## config.mk

```make
export PLATFORM = sky130hd
export DESIGN_NAME = tft_ram
export DESIGN_NICKNAME = d
export VERILOG_FILES = /design/src/design/tft_ram.sv
export SDC_FILE = /design/constraint.sdc
export NUM_CORES = 1
export LEC_CHECK = 0
export BUFFER_PORTS_ARGS = -buffer_cell sky130_fd_sc_hd__buf_2
export CORE_ASPECT_RATIO = 1.1
export CORE_UTILIZATION = 49
export DETAILED_ROUTE_END_ITERATION = 10
export PLACE_DENSITY = 0.66
export REMOVE_ABC_BUFFERS = 1
export SYNTH_ARGS = -nofsm -noshare
export SYNTH_HDL_FRONTEND = slang
export SYNTH_SLANG_ARGS = --single-unit
```

## constraint.sdc

```tcl
create_clock -name i_clk -period 5.2 [get_ports i_clk]
set_clock_uncertainty 0.1 [all_clocks]
set_input_delay 0.26 -clock i_clk [delete_from_list [all_inputs] [get_ports i_clk]]
set_output_delay 0.26 -clock i_clk [all_outputs]
set_load 0.01 [all_outputs]
```

## src/design/tft_ram.sv

```systemverilog
// Generic single-write, single-read RAM with registered read data.
`default_nettype none
module tft_ram #(
    parameter int WIDTH = 8,
    parameter int DEPTH = 16
) (
    input  wire logic                     i_clk,
    input  wire logic                     i_we,
    input  wire logic [$clog2(DEPTH)-1:0] i_waddr,
    input  wire logic [WIDTH-1:0]         i_wdata,
    input  wire logic [$clog2(DEPTH)-1:0] i_raddr,
    output logic      [WIDTH-1:0]         o_rdata
);

    logic [WIDTH-1:0] r_mem [DEPTH];
    logic [WIDTH-1:0] r_rdata;

    always_ff @(posedge i_clk) begin
        if (i_we) begin
            r_mem[i_waddr] <= i_wdata;
        end
        r_rdata <= r_mem[i_raddr];
    end

    assign o_rdata = r_rdata;

endmodule
`default_nettype wire

```

Word-level counts from Yosys, hierarchy flattened:

Memories as Yosys holds them, arrays and structs flattened. A register that Yosys moved wholly into a read port is not among the register bits.
Cells that the tools add are included.

* multiplexer cells: 2

Operator list (count)
* $mux W1: 2

* flip-flop bits (word level): 0
* memory bits (writable): 128
* bits of input ports: 18
* output and inout bits: 8
* logic and storage cells: 3
* memories: 1

Memories
* r_mem: depth 16, bits a word 8, read ports 1, clocked after Yosys merged registers in 1, write ports 1, RTL line 15 `logic [WIDTH-1:0] r_mem [DEPTH];`

Logic depth before layout (Yosys ltp):

* depth after elaboration: 2
* depth in mapped cells: 5
* depth with buffers taken out: 3

Worst setup path after synthesis:

OpenSTA, ideal clock, no wires.

* path type: input to register
* start point: input i_waddr[2]
* end point: memory r_mem[0][0], enable pin
* arrival: 1.370 ns
* path slack: 3.347 ns
* stages on the path: 2
* buffers on the path: 0
* path through: or3b_2 nor3_1

RTL lines
* start, declared: RTL line 9 `input wire logic [$clog2(DEPTH)-1:0] i_waddr,`
* end, declared: RTL line 15

Straight into the memory's write port.

Final worst setup path:

* start point: input i_waddr[2]
* end point: memory r_mem[0][6], enable pin

Straight into the memory's write port.

==> flow_summary.toml <==
[finish]
fin_area_mm2 = 0.005987
utilization_pct = 59.68
n_antenna_cell = 0
area_delta_synth_final_pct = 16.31
layout-drive-gt1-share_pct = 26.52
nets = 284

[route]
drt-wirelength-per-cell_um = 22.34
antenna_left = 0
dr_total_vias = 2346
drtPass1Iterations = 5
wl_mm = 9.361
remaining_drc_errors = 0
drt_iter0_markers = 216
viasPerCell = 5.599

[logic_synthesis]
synth_compound_area_share_pct = 2.333
synth_seq_area_share_pct = 77.78
syn-cell-area_mm2 = 0.005147
synth_top_flop_cell = "edfxtp_1"
yosysMostFrequentCell = "edfxtp_1"
synth_top_cell_by_area = "edfxtp_1"
synthDistinctLibCells = 19
synth-adder-area-share_pct = 0
yosys.area_share.simple_pct = 3.184
synth_top_area_share_pct = 74.67
synth-seq-cells = 136
synthTopCellsByArea = "edfxtp_1 75%, mux4_2 7.9%, mux4_1 7.1%, dfxtp_1 3.1%, a22oi_1 2.3%"
synth_top_family_by_area = "multiplexers"
yosys_warnings = 0
yosys-top-cells-count = "128 x edfxtp_1, 18 x mux4_2, 16 x a22oi_1"
synthArstFlopShare_pct = 0
synth_cells = 229
muxShareOfSynthArea_pct = 15.02
syn_avg_cell_area_um2 = 22.48
synth-edff-count = 128
synth-xor-area-share_pct = 0

[global_route]
busiest_layer = "met2"
grt_util_met2_pct = 30.94
grt_overflow = 0
grt_start_max_net_pins = 33
grt_pass1_wl_mm = 14.33
grt_pass1_vias = 2429
grtUsageMet1_pct = 25.55
antenna_found_initial = 0
grt_use_met3_pct = 6.421
grt_usage_pct = 19.69

[power]
p_total_uw = 2545
power_density_mw_per_mm2 = 425.2
ir_drop_uv = 228.7
power_leakage_uw = 0.002004

[timing]
setup_viol = 0
rsz0062_at_grt = "false"
max_freq_mhz = 538.2
min_period_over_period_pct = 35.73
maxSlewViolCount = 0
fin_crit_ns = 1.858
relSlewSlack_pct = 14.98
fin_ws_ns = 3.342
hold_viol_final = 0
max_slew.worst_pin.slew_ns = 1.266
fin_tns_setup_ns = 0

[die]
die-width_um = 99.73
num_rows = 38
coreArea_mm2 = 0.01003
dieHeight_um = 109.5
die_area_mm2 = 0.01092
start_util_pct = 51.31
pin_count = 26

[clocking]
postCtsSetupBuffers = 0
cts_max_level = 4
hold_buffers = 0
numCtsBuffers = 17
clk_pin_slew_ns = 0.06
clk_latency_ns = 0.52
cts_tree = "built"
cts.sinks = 136
clockBufferDepth = 2
cts-resized-gates = 0
clock-root-buffer = "clkbuf_8"

[placed_design]
dp_worst_setup_slack_ns = 2.742
place_congestion = 0.7783
dpl_cell_area_mm2 = 0.005384
hpwl_mm = 5.697
io_buffers = 25

[status]
status = "completed"

[critical_path]
path_max_fanout = 8
critPathKind = "primary input to register"
worstPathRequired_ns = 5.22
cp-start-kind = "primary input"
crit_arrival_ns = 1.88
end_kind = "register"

[run]
maxCapViolations = 0

[min_path]
holdCritPathClass = "primary input to register"
path summary, 6_finish.rpt:
kind                start     endpoint  slack (ns)  cells past startpoint
min            i_wdata[0]  r_mem[7][0]        0.03                      1
min reg2reg  r_mem[15][3]   o_rdata[3]        0.57                      3
max reg2reg   r_mem[9][5]   o_rdata[5]        3.72                      3
max            i_waddr[2]  r_mem[0][6]        3.34                      3
sequential cells by signal, summed over array words and instances, names as in the netlist:
| register | cells |
|---|---|
| r_mem | 128 |
| o_rdata | 8 |
final cells by class:
type / instances / area (um^2)
Fill cell: 711 / 4045
Sequential cell: 136 / 4004
Multi-Input combinational cell: 83 / 1057
Clock buffer: 22 / 452.9
Tap cell: 140 / 175.2
Clock inverter: 10 / 150.1
Timing Repair Buffer: 28 / 147.6
power breakdown:
| group | total, uW | switching, uW | internal [uW] |
|---|---|---|---|
| combinational | 108 | 63.6 | 44.0 |
| clock | 1200 | 406 | 798 |
| sequential | 1230 | 7.71 | 1230 |
| total | 2550 | 477 | 2070 |
kinds of logic (layout without fill, tap and decap cells):
kind of cell           after synthesis  count (layout)
flip-flops                         136             136
AND/OR/NAND/NOR                     35              35
multiplexers                        32              32
AO/OA/AOI/OAI                       16              16
buffers and inverters               10              60
through the flow:
step	hold slack, ns	std cells
2_1_floorplan	0.2589	219
3_5_place_dp	0.5525	387
6_report	0.02942	419
4_1_cts	0.0001990	419
3_3_place_gp	0.5456	387
5_1_grt	0.01063	419
per-layer routing:
metal	wire length (um)	up-vias
met4	105	0
met1	3827	1216
met3	613	8
met2	4814	75
li1	-	1047
met5	0	-
critical path: stages:
cell    delay [ns]
buf_2         0.11
or3b_2        0.52
nor3_1        0.98
cell usage in the layout (no fill, tap or decap), drive strengths merged:
| cell type | synthesis | routed |
|---|---|---|
| edfxtp | 128 | 128 |
| mux4 | 32 | 32 |
| buf | 7 | 28 |
| clkbuf | 0 | 22 |
| a22oi | 16 | 16 |
| nor2 | 13 | 13 |
| nand2 | 9 | 9 |
| dfxtp | 8 | 8 |
| clkinv | 0 | 5 |
| nor3 | 4 | 4 |
| bufinv | 0 | 4 |
| nand3b | 2 | 2 |
| nand2b | 2 | 2 |
| nor2b | 1 | 1 |
| and2 | 1 | 1 |
| and2b | 1 | 1 |
| nand3 | 1 | 1 |
| or3b | 1 | 1 |
| clkinvlp | 0 | 1 |
(Power assumes the default switching activity.)
