**src/design/tft_pkg.sv**
```systemverilog
// Shared constants, types and helpers of the transfer-function table.
`default_nettype none
package tft_pkg;

    localparam int MAX_NODES          = 16;
    localparam int MAIN_MAP_WIDTH     = 128;
    localparam int EMISSIVE_MAP_WIDTH = 64;

    localparam int NODE_AW = $clog2(MAX_NODES);
    localparam int CNT_W   = $clog2(MAX_NODES + 1);

    localparam logic [6:0] MAIN_WM1 = 7'(MAIN_MAP_WIDTH - 1);
    localparam logic [6:0] EMIS_WM1 = 7'(EMISSIVE_MAP_WIDTH - 1);

    localparam logic [1:0] OP_INSERT = 2'd0;
    localparam logic [1:0] OP_CLEAR  = 2'd1;
    localparam logic [1:0] OP_LOOKUP = 2'd2;

    localparam logic [1:0] MAP_DIFFUSE  = 2'd0;
    localparam logic [1:0] MAP_SPECULAR = 2'd1;
    localparam logic [1:0] MAP_OPACITY  = 2'd2;
    localparam logic [1:0] MAP_EMISSIVE = 2'd3;

    localparam logic [1:0] ST_DONE  = 2'd0;
    localparam logic [1:0] ST_FULL  = 2'd1;
    localparam logic [1:0] ST_RANGE = 2'd2;

    // ln 2 in Q0.32 and ceil(2^39 / 255) for exact division by 255
    localparam logic [31:0] LN2_Q32   = 32'd2977044472;
    localparam logic [31:0] RECIP_255 = 32'd2155905153;

    typedef logic [NODE_AW-1:0] t_addr;
    typedef logic [CNT_W-1:0]   t_count;

    typedef struct packed {
        logic [16:0] density;
        logic [23:0] diffuse_rgb;
        logic [23:0] specular_rgb;
        logic [23:0] emissive_rgb;
        logic [7:0]  gloss_level;
        logic [15:0] emissive_strength;
        logic [15:0] optical_thickness;
    } t_node;

    localparam int NODE_W = $bits(t_node);

    typedef enum logic [3:0] {
        S_IDLE,
        S_INS_RD,
        S_INS_CHK,
        S_LK_RD,
        S_LK_CHK,
        S_FRAC,
        S_DIV,
        S_MUL1,
        S_MUL2,
        S_MUL3,
        S_LOG,
        S_FIN
    } t_state;

    typedef enum logic [2:0] {
        L_IDLE,
        L_NORM,
        L_SQR,
        L_SCALE,
        L_DONE
    } t_ln_state;

    // map position of a node: floor(d * (W - 1) / 65536), clamped to W - 1
    function automatic logic [6:0] span_pos(input logic [16:0] d, input logic [6:0] wm1);
        logic [23:0] prod;
        logic [7:0]  x;
        prod = 24'(d) * 24'(wm1);
        x    = prod[23:16];
        return (x > {1'b0, wm1}) ? wm1 : x[6:0];
    endfunction

endpackage
`default_nettype wire

```
**src/design/tft_nlog.sv**
```systemverilog
// Iterative -ln(1 - t) unit: normalize, sixteen squarings, scale by ln 2.
`default_nettype none
module tft_nlog import tft_pkg::*; (
    input  wire logic        i_clk,
    input  wire logic        i_rst_n,
    input  wire logic        i_start,
    input  wire logic [31:0] i_t,
    output logic             o_done,
    output logic [15:0]      o_alpha
);

    t_ln_state   r_state, n_state;
    logic [32:0] r_nm;
    logic [5:0]  r_k;
    logic [31:0] r_m;
    logic [15:0] r_frac;
    logic [3:0]  r_cnt;
    logic [53:0] r_prod;

    logic [63:0] sq;
    logic [32:0] sq_sh;
    logic [21:0] neg;

    assign sq    = 64'(r_m) * 64'(r_m);
    assign sq_sh = sq[63:31];
    assign neg   = 22'(32 * 65536) - {r_k, r_frac};

    always_comb begin
        n_state = r_state;
        case (r_state)
            L_IDLE:  if (i_start) n_state = L_NORM;
            L_NORM:  if (r_nm[32]) n_state = L_SQR;
            L_SQR:   if (r_cnt == 4'd15) n_state = L_SCALE;
            L_SCALE: n_state = L_DONE;
            L_DONE:  n_state = L_IDLE;
            default: n_state = L_IDLE;
        endcase
    end

    always_comb begin
        o_done  = (r_state == L_DONE);
        o_alpha = {2'b00, r_prod[53:40]};
    end

    always_ff @(posedge i_clk) begin
        if (!i_rst_n) begin
            r_state <= L_IDLE;
        end else begin
            r_state <= n_state;
        end
    end

    always_ff @(posedge i_clk) begin
        case (r_state)
            L_IDLE: begin
                r_nm   <= 33'h1_0000_0000 - {1'b0, i_t};
                r_k    <= 6'd32;
                r_cnt  <= '0;
                r_frac <= '0;
            end
            L_NORM: begin
                // shift the leading one up to bit 32
                if (r_nm[32]) begin
                    r_m <= r_nm[32:1];
                end else begin
                    r_nm <= {r_nm[31:0], 1'b0};
                    r_k  <= r_k - 6'd1;
                end
            end
            L_SQR: begin
                if (sq_sh[32]) begin
                    r_m    <= sq_sh[32:1];
                    r_frac <= {r_frac[14:0], 1'b1};
                end else begin
                    r_m    <= sq_sh[31:0];
                    r_frac <= {r_frac[14:0], 1'b0};
                end
                r_cnt <= r_cnt + 4'd1;
            end
            L_SCALE: r_prod <= 54'(neg) * 54'(LN2_Q32);
            default: ;
        endcase
    end

endmodule
`default_nettype wire

```
**config.mk**
```make
export PLATFORM = sky130hd
export DESIGN_NAME = tft_nlog
export DESIGN_NICKNAME = d
export VERILOG_FILES = /design/src/design/tft_pkg.sv /design/src/design/tft_nlog.sv
export SDC_FILE = /design/constraint.sdc
export NUM_CORES = 2
export LEC_CHECK = 0
export BUFFER_PORTS_ARGS = -buffer_cell sky130_fd_sc_hd__buf_4
export CORE_MARGIN = 4
export CORE_UTILIZATION = 50
export DETAILED_ROUTE_END_ITERATION = 10
export PLACE_DENSITY = 0.72
export RECOVER_POWER = 25
export SETUP_SLACK_MARGIN = 0.02
export SLEW_MARGIN = 25
export SYNTH_ARGS = -nofsm -noshare
export SYNTH_HDL_FRONTEND = slang
export SYNTH_SLANG_ARGS = --single-unit
```
**constraint.sdc**
```tcl
create_clock -name i_clk -period 20.9 [get_ports i_clk]
set_input_delay 3.135 -clock i_clk [delete_from_list [all_inputs] [get_ports i_clk]]
set_output_delay 3.135 -clock i_clk [all_outputs]
set_load 0.03 [all_outputs]
```
## After elaboration in Yosys (flattened, before gate mapping)

Cells that the tools add are included.

| storage, ports and cells | value |
|---|---|
| register bits after elaboration | 145 |
| input port bits | 35 |
| output and inout bits | 17 |
| logic and storage cells | 44 |

| cells by class | value |
|---|---|
| add/subtract/negate cells | 4 |
| multipliers | 2 |
| equality and inequality tests | 9 |
| multiplexer cells | 14 |
| reduce and logical (&&, ||, !) cells | 7 |

Operator list:

| cell | number |
|---|---|
| 33-bit one-hot mux with 2 select lines | 1 |
| 32-bit by 32-bit multiplier with 64-bit output | 1 |
| 32-bit two-way mux | 2 |
| 32-bit one-hot mux with 2 select lines | 1 |
| 22-bit by 29-bit multiplier with 51-bit output, second input constant | 1 |
| 33-bit two-way mux | 1 |
| 33-bit by 32-bit subtractor with 33-bit output, first input constant | 1 |
| 16-bit one-hot mux with 2 select lines | 1 |
| 22-bit subtractor, first input constant | 1 |
| 3-bit one-hot mux with 4 select lines | 1 |
| 6-bit one-hot mux with 2 select lines | 1 |
| 3-bit two-way mux | 3 |
| 2-bit inequality test, second input constant | 4 |
| 4-bit one-hot mux with 2 select lines | 1 |
| 3-bit by 2-bit equality test with 1-bit output, second input constant | 2 |
| 6-bit two-way mux | 1 |
| 2-bit nonzero test | 3 |
| 6-bit by 1-bit subtractor with 6-bit output, second input constant | 1 |
| 4-bit by 1-bit adder with 4-bit output, second input constant | 1 |
| 4-bit equality test, second input constant | 1 |
| 2-bit AND reduction | 2 |
| 3-bit by 1-bit equality test with 1-bit output, second input constant | 1 |
| 3-bit equality test, second input constant | 1 |
| 3-bit zero test | 1 |
| 2 further kinds | 2 |

## Logic depth before layout (Yosys ltp)

| logic depth | value |
|---|---|
| depth after elaboration | 3 |
| mapped depth | 35 |

## Worst setup path after synthesis

No wires, ideal clock.

| timing | value |
|---|---|
| path kind | reg-to-reg |
| start | register r_frac[8] |
| end | register r_prod[53], data pin |
| library setup time | 260 ps |
| arrival | 8391 ps |
| setup slack | 12249 ps |
| cell stages (with the launch flop) | 32 |
| clock period less this slack | 8651 ps |
| cell sequence | edfxtp_1 -> or4_1 -> or3_1 -> or4_4 -> nor3_2 -> nand3_1 -> xor2_1 -> ha_1 -> ha_1 -> or2_1 -> inv_1 -> fa_1 -> fa_1 -> fa_1 -> fa_1 -> inv_1 -> fa_1 -> inv_1 -> fa_1 -> inv_1 -> ha_1 -> and4_1 -> and2_1 -> a221oi_1 -> o31a_1 -> o211ai_1 -> o21a_1 -> o211ai_1 -> a21oi_1 -> or3_1 -> a31oi_1 -> xnor2_1 |

| between the ends | value |
|---|---|
| cells in the longest elaborated chain, start to end | 2 |

Ends and longest elaborated chain:

| item | RTL line | source |
|---|---|---|
| from (decl) | tft_nlog.sv:16 | `logic [15:0] r_frac;` |
| from (signal assigned) | tft_nlog.sv:73 | `r_frac <= {r_frac[14:0], 1'b1};` |
| from (signal assigned) | tft_nlog.sv:76 | `r_frac <= {r_frac[14:0], 1'b0};` |
| 22-bit subtractor | tft_nlog.sv:26 | `assign neg = 22'(32 * 65536) - {r_k, r_frac};` |
| 22-bit by 29-bit multiplier with 51-bit output | tft_nlog.sv:80 | `L_SCALE: r_prod <= 54'(neg) * 54'(LN2_Q32);` |
| to (signal assigned) | tft_nlog.sv:80 |  |
| to (decl) | tft_nlog.sv:18 | `logic [53:0] r_prod;` |

Every way passes these cells.
A chain may end at the register's enable or synchronous reset.

## Worst setup path in the final report

| timing | value |
|---|---|
| start | register r_frac[0] |
| end | register r_prod[53], data pin |

Same word-level chain as after synthesis.

==> out/metrics.cfg <==
[min_path]
hold_path_class = reg2reg

[drt]
dr_total_vias = 29400
first_pass_iters = 5
ant_nets = 0
routedWlPerCell_um = 19.0
wirelength_um = 106000
vias_per_cell = 5.28
first_iter_violations = 1808
drc = 0

[logic_synthesis]
synthArstFlopShare_pct = 0
avgSynthCellArea_um2 = 9.75
synth-edff-count = 105
synth-seq-cells = 108
synthDistinctLibCells = 76
synthFlopType = edfxtp_1
syn-instance-count = 4441
netlist_area_mm2 = 0.0433
ys_seq_area_share_pct = 7.42
yosys_warnings = 0

[cts]
cts_inserted_buffers = 9
clk_latency_ns = 0.37
clkTransAtPathRegs_ns = 0.09
cts.sinks = 108
cts_tree = done
cts_root_buffer = clkbuf_16
post_cts_buffers = 0
ctsResizeCount = 0
htree_num_levels = 3
cts_buffer_depth = 2
ctsHoldBuffers = 0

[floorplan]
initial_core_util_pct = 50.6
rows = 107
die_y_um = 302
ios = 52
dieArea_mm2 = 0.0914
coreArea_mm2 = 0.0855
die_w_um = 302

[cells_and_area]
final_common_cell = inv_1
fin_nets = 5998
synthToLayoutAreaGrowth_pct = 4.51
final-seq-area_mm2 = 0.00321
fillCellCount = 7697
final_cell_mix = inv_1, fa_1, ha_1, nand2_1, and2_1
multi_input_area_mm2 = 0.0347
drive_above_1_share_pct = 3.25

[status]
violations = max-capacitance violations, max-slew violations
status = finished with violations

[setup_path]
cp.arrival_ns = 9.88
slowest_delay_ns = 0.59
critPathMaxFanout = 8
cp.required_ns = 21.01
path_class = reg2reg
slowest_stage = edfxtp_1
startpoint_type = flip-flop
crit_path_end_kind = flip-flop

[sta]
maxClockFrequency_ghz = 0.102
finalCriticalPeriod_ns = 9.77
skew_ns = 0.0203
fin_crit_sh_pct = 46.7
relSlewSlack_pct = -20.8
finalMaxSlewViolations = 13
finalHoldViolCount = 0
final-setup-viol-count = 0
tns_ns = 0
max_slew.worst_pin.slew_ns = 1.80
rsz0062_at_grt = no

[placed_design]
globalplace.congestion = 0.947
portBuffers = 49
dp_hpwl_um = 87400

[flow_run]
maxCapViolCount = 1

[grt]
gr-usage-met3_pct = 2.96
grt_max_degree = 65
antenna_found_initial = 2
grt_busiest_layer = met2
grt_use_met2_pct = 41.5
grt_overflow = 0
grt.total_usage_pct = 24.5
gr-usage-met1_pct = 33.9
grt_pass1_vias = 32800
grt_pass1_wl_um = 175000

[critical path, delay by kind of cell, from the launching register on]
family,cells,cell delay [ns]
AND/OR/NAND/NOR,4,1.56
buffers and inverters,7,1.03
XOR/XNOR,2,0.59
AO/OA/AOI/OAI,9,1.82
flip-flops,1,0.59
adder cells (fa/ha/maj),9,3.94
[layer usage]
| metal | part of all wire (%) | vias to the layer above |
|---|---|---|
| met5 | 0 | - |
| met4 | 3.0 | 0 |
| met3 | 6.4 | 222 |
| met2 | 49 | 930 |
| met1 | 42 | 15100 |
| li1 | - | 13200 |
[synthesized netlist by cell type, types with 5 or more instances]
master	count	share of area (%)
xnor2_1	59	1.2
o211a_1	5	0.12
a21oi_1	82	0.95
nor4_1	13	0.19
nand2_1	371	3.2
and2_1	201	2.9
clkbuf_1	123	1.1
o21ai_1	29	0.34
and4_1	5	0.10
o31ai_1	8	0.14
nor2_1	141	1.2
o21bai_1	9	0.16
or2_2	9	0.13
fa_1	1026	47
edfxtp_1	105	7.3
a211oi_1	7	0.12
o21a_1	10	0.17
mux2i_1	29	0.67
and3_1	11	0.16
a31oi_1	10	0.14
a21o_1	40	0.69
or3_1	9	0.13
nor3_1	24	0.28
xor2_1	62	1.3
nand3_1	48	0.55
inv_1	1289	11
o21ai_0	74	0.86
o211ai_1	12	0.21
ha_1	518	15
nor2b_1	15	0.22
nand4_1	14	0.20
nor3b_1	6	0.10
nand2b_1	7	0.10
[kinds of logic (layout without fill, tap and decap cells)]
family,count (synthesis),in the layout,share of synthesized area [%]
adder cells (fa/ha/maj),1544,1544,62.4
AO/OA/AOI/OAI,319,319,4.62
XOR/XNOR,121,121,2.45
multiplexers,30,30,0.696
other,1,3,0.00866
AND/OR/NAND/NOR,895,895,9.95
buffers and inverters,1423,1405,12.5
flip-flops,108,108,7.42
[final cells by class]
cell class / count / share of cell area (%)
multi-input combinational: 2911 / 76.7
inverter: 1292 / 10.7
sequential: 108 / 7.10
tap: 1144 / 3.16
timing repair buffer: 97 / 1.64
clock buffer: 9 / 0.498
clock inverter: 7 / 0.169
antenna: 1 / 0.00553
[sequential cells by signal (all words and copies together) (netlist names)]
signal / flops
r_k: 6
r_cnt: 4
r_frac: 16
r_m: 32
r_state: 3
r_prod: 14
r_nm: 33
[path summary, 6_finish.rpt]
| check | start | to | slack [ns] | cells after the start |
|---|---|---|---|---|
| worst max-delay path | r_frac[0] | r_prod[53] | 11.13 | 31 |
| worst min-delay path | r_state[2] | r_state[0] | 0.57 | 1 |
| worst max register to register | r_frac[0] | r_prod[53] | 11.13 | 31 |
| worst min register to register | r_state[2] | r_state[0] | 0.57 | 1 |
[metrics by stage]
step                      setup WS, ns  cell area [um^2]  hold slack [ns]  util (%)  std cells
after floorplan                  12.25             43300            0.503         -       4442
after global placement           11.31             45000            0.537      52.6       5551
after detailed placement         11.12             45000            0.548      52.6       5552
after CTS                        11.10             45300            0.572      52.9       5568
after global routing             10.56             45300            0.588      52.9       5568
final                            11.13             45300            0.567      52.9       5569
Power is left out: the tool's default activity adds up to more than one toggle a clock period on the data nets, which glitch-free logic cannot reach.
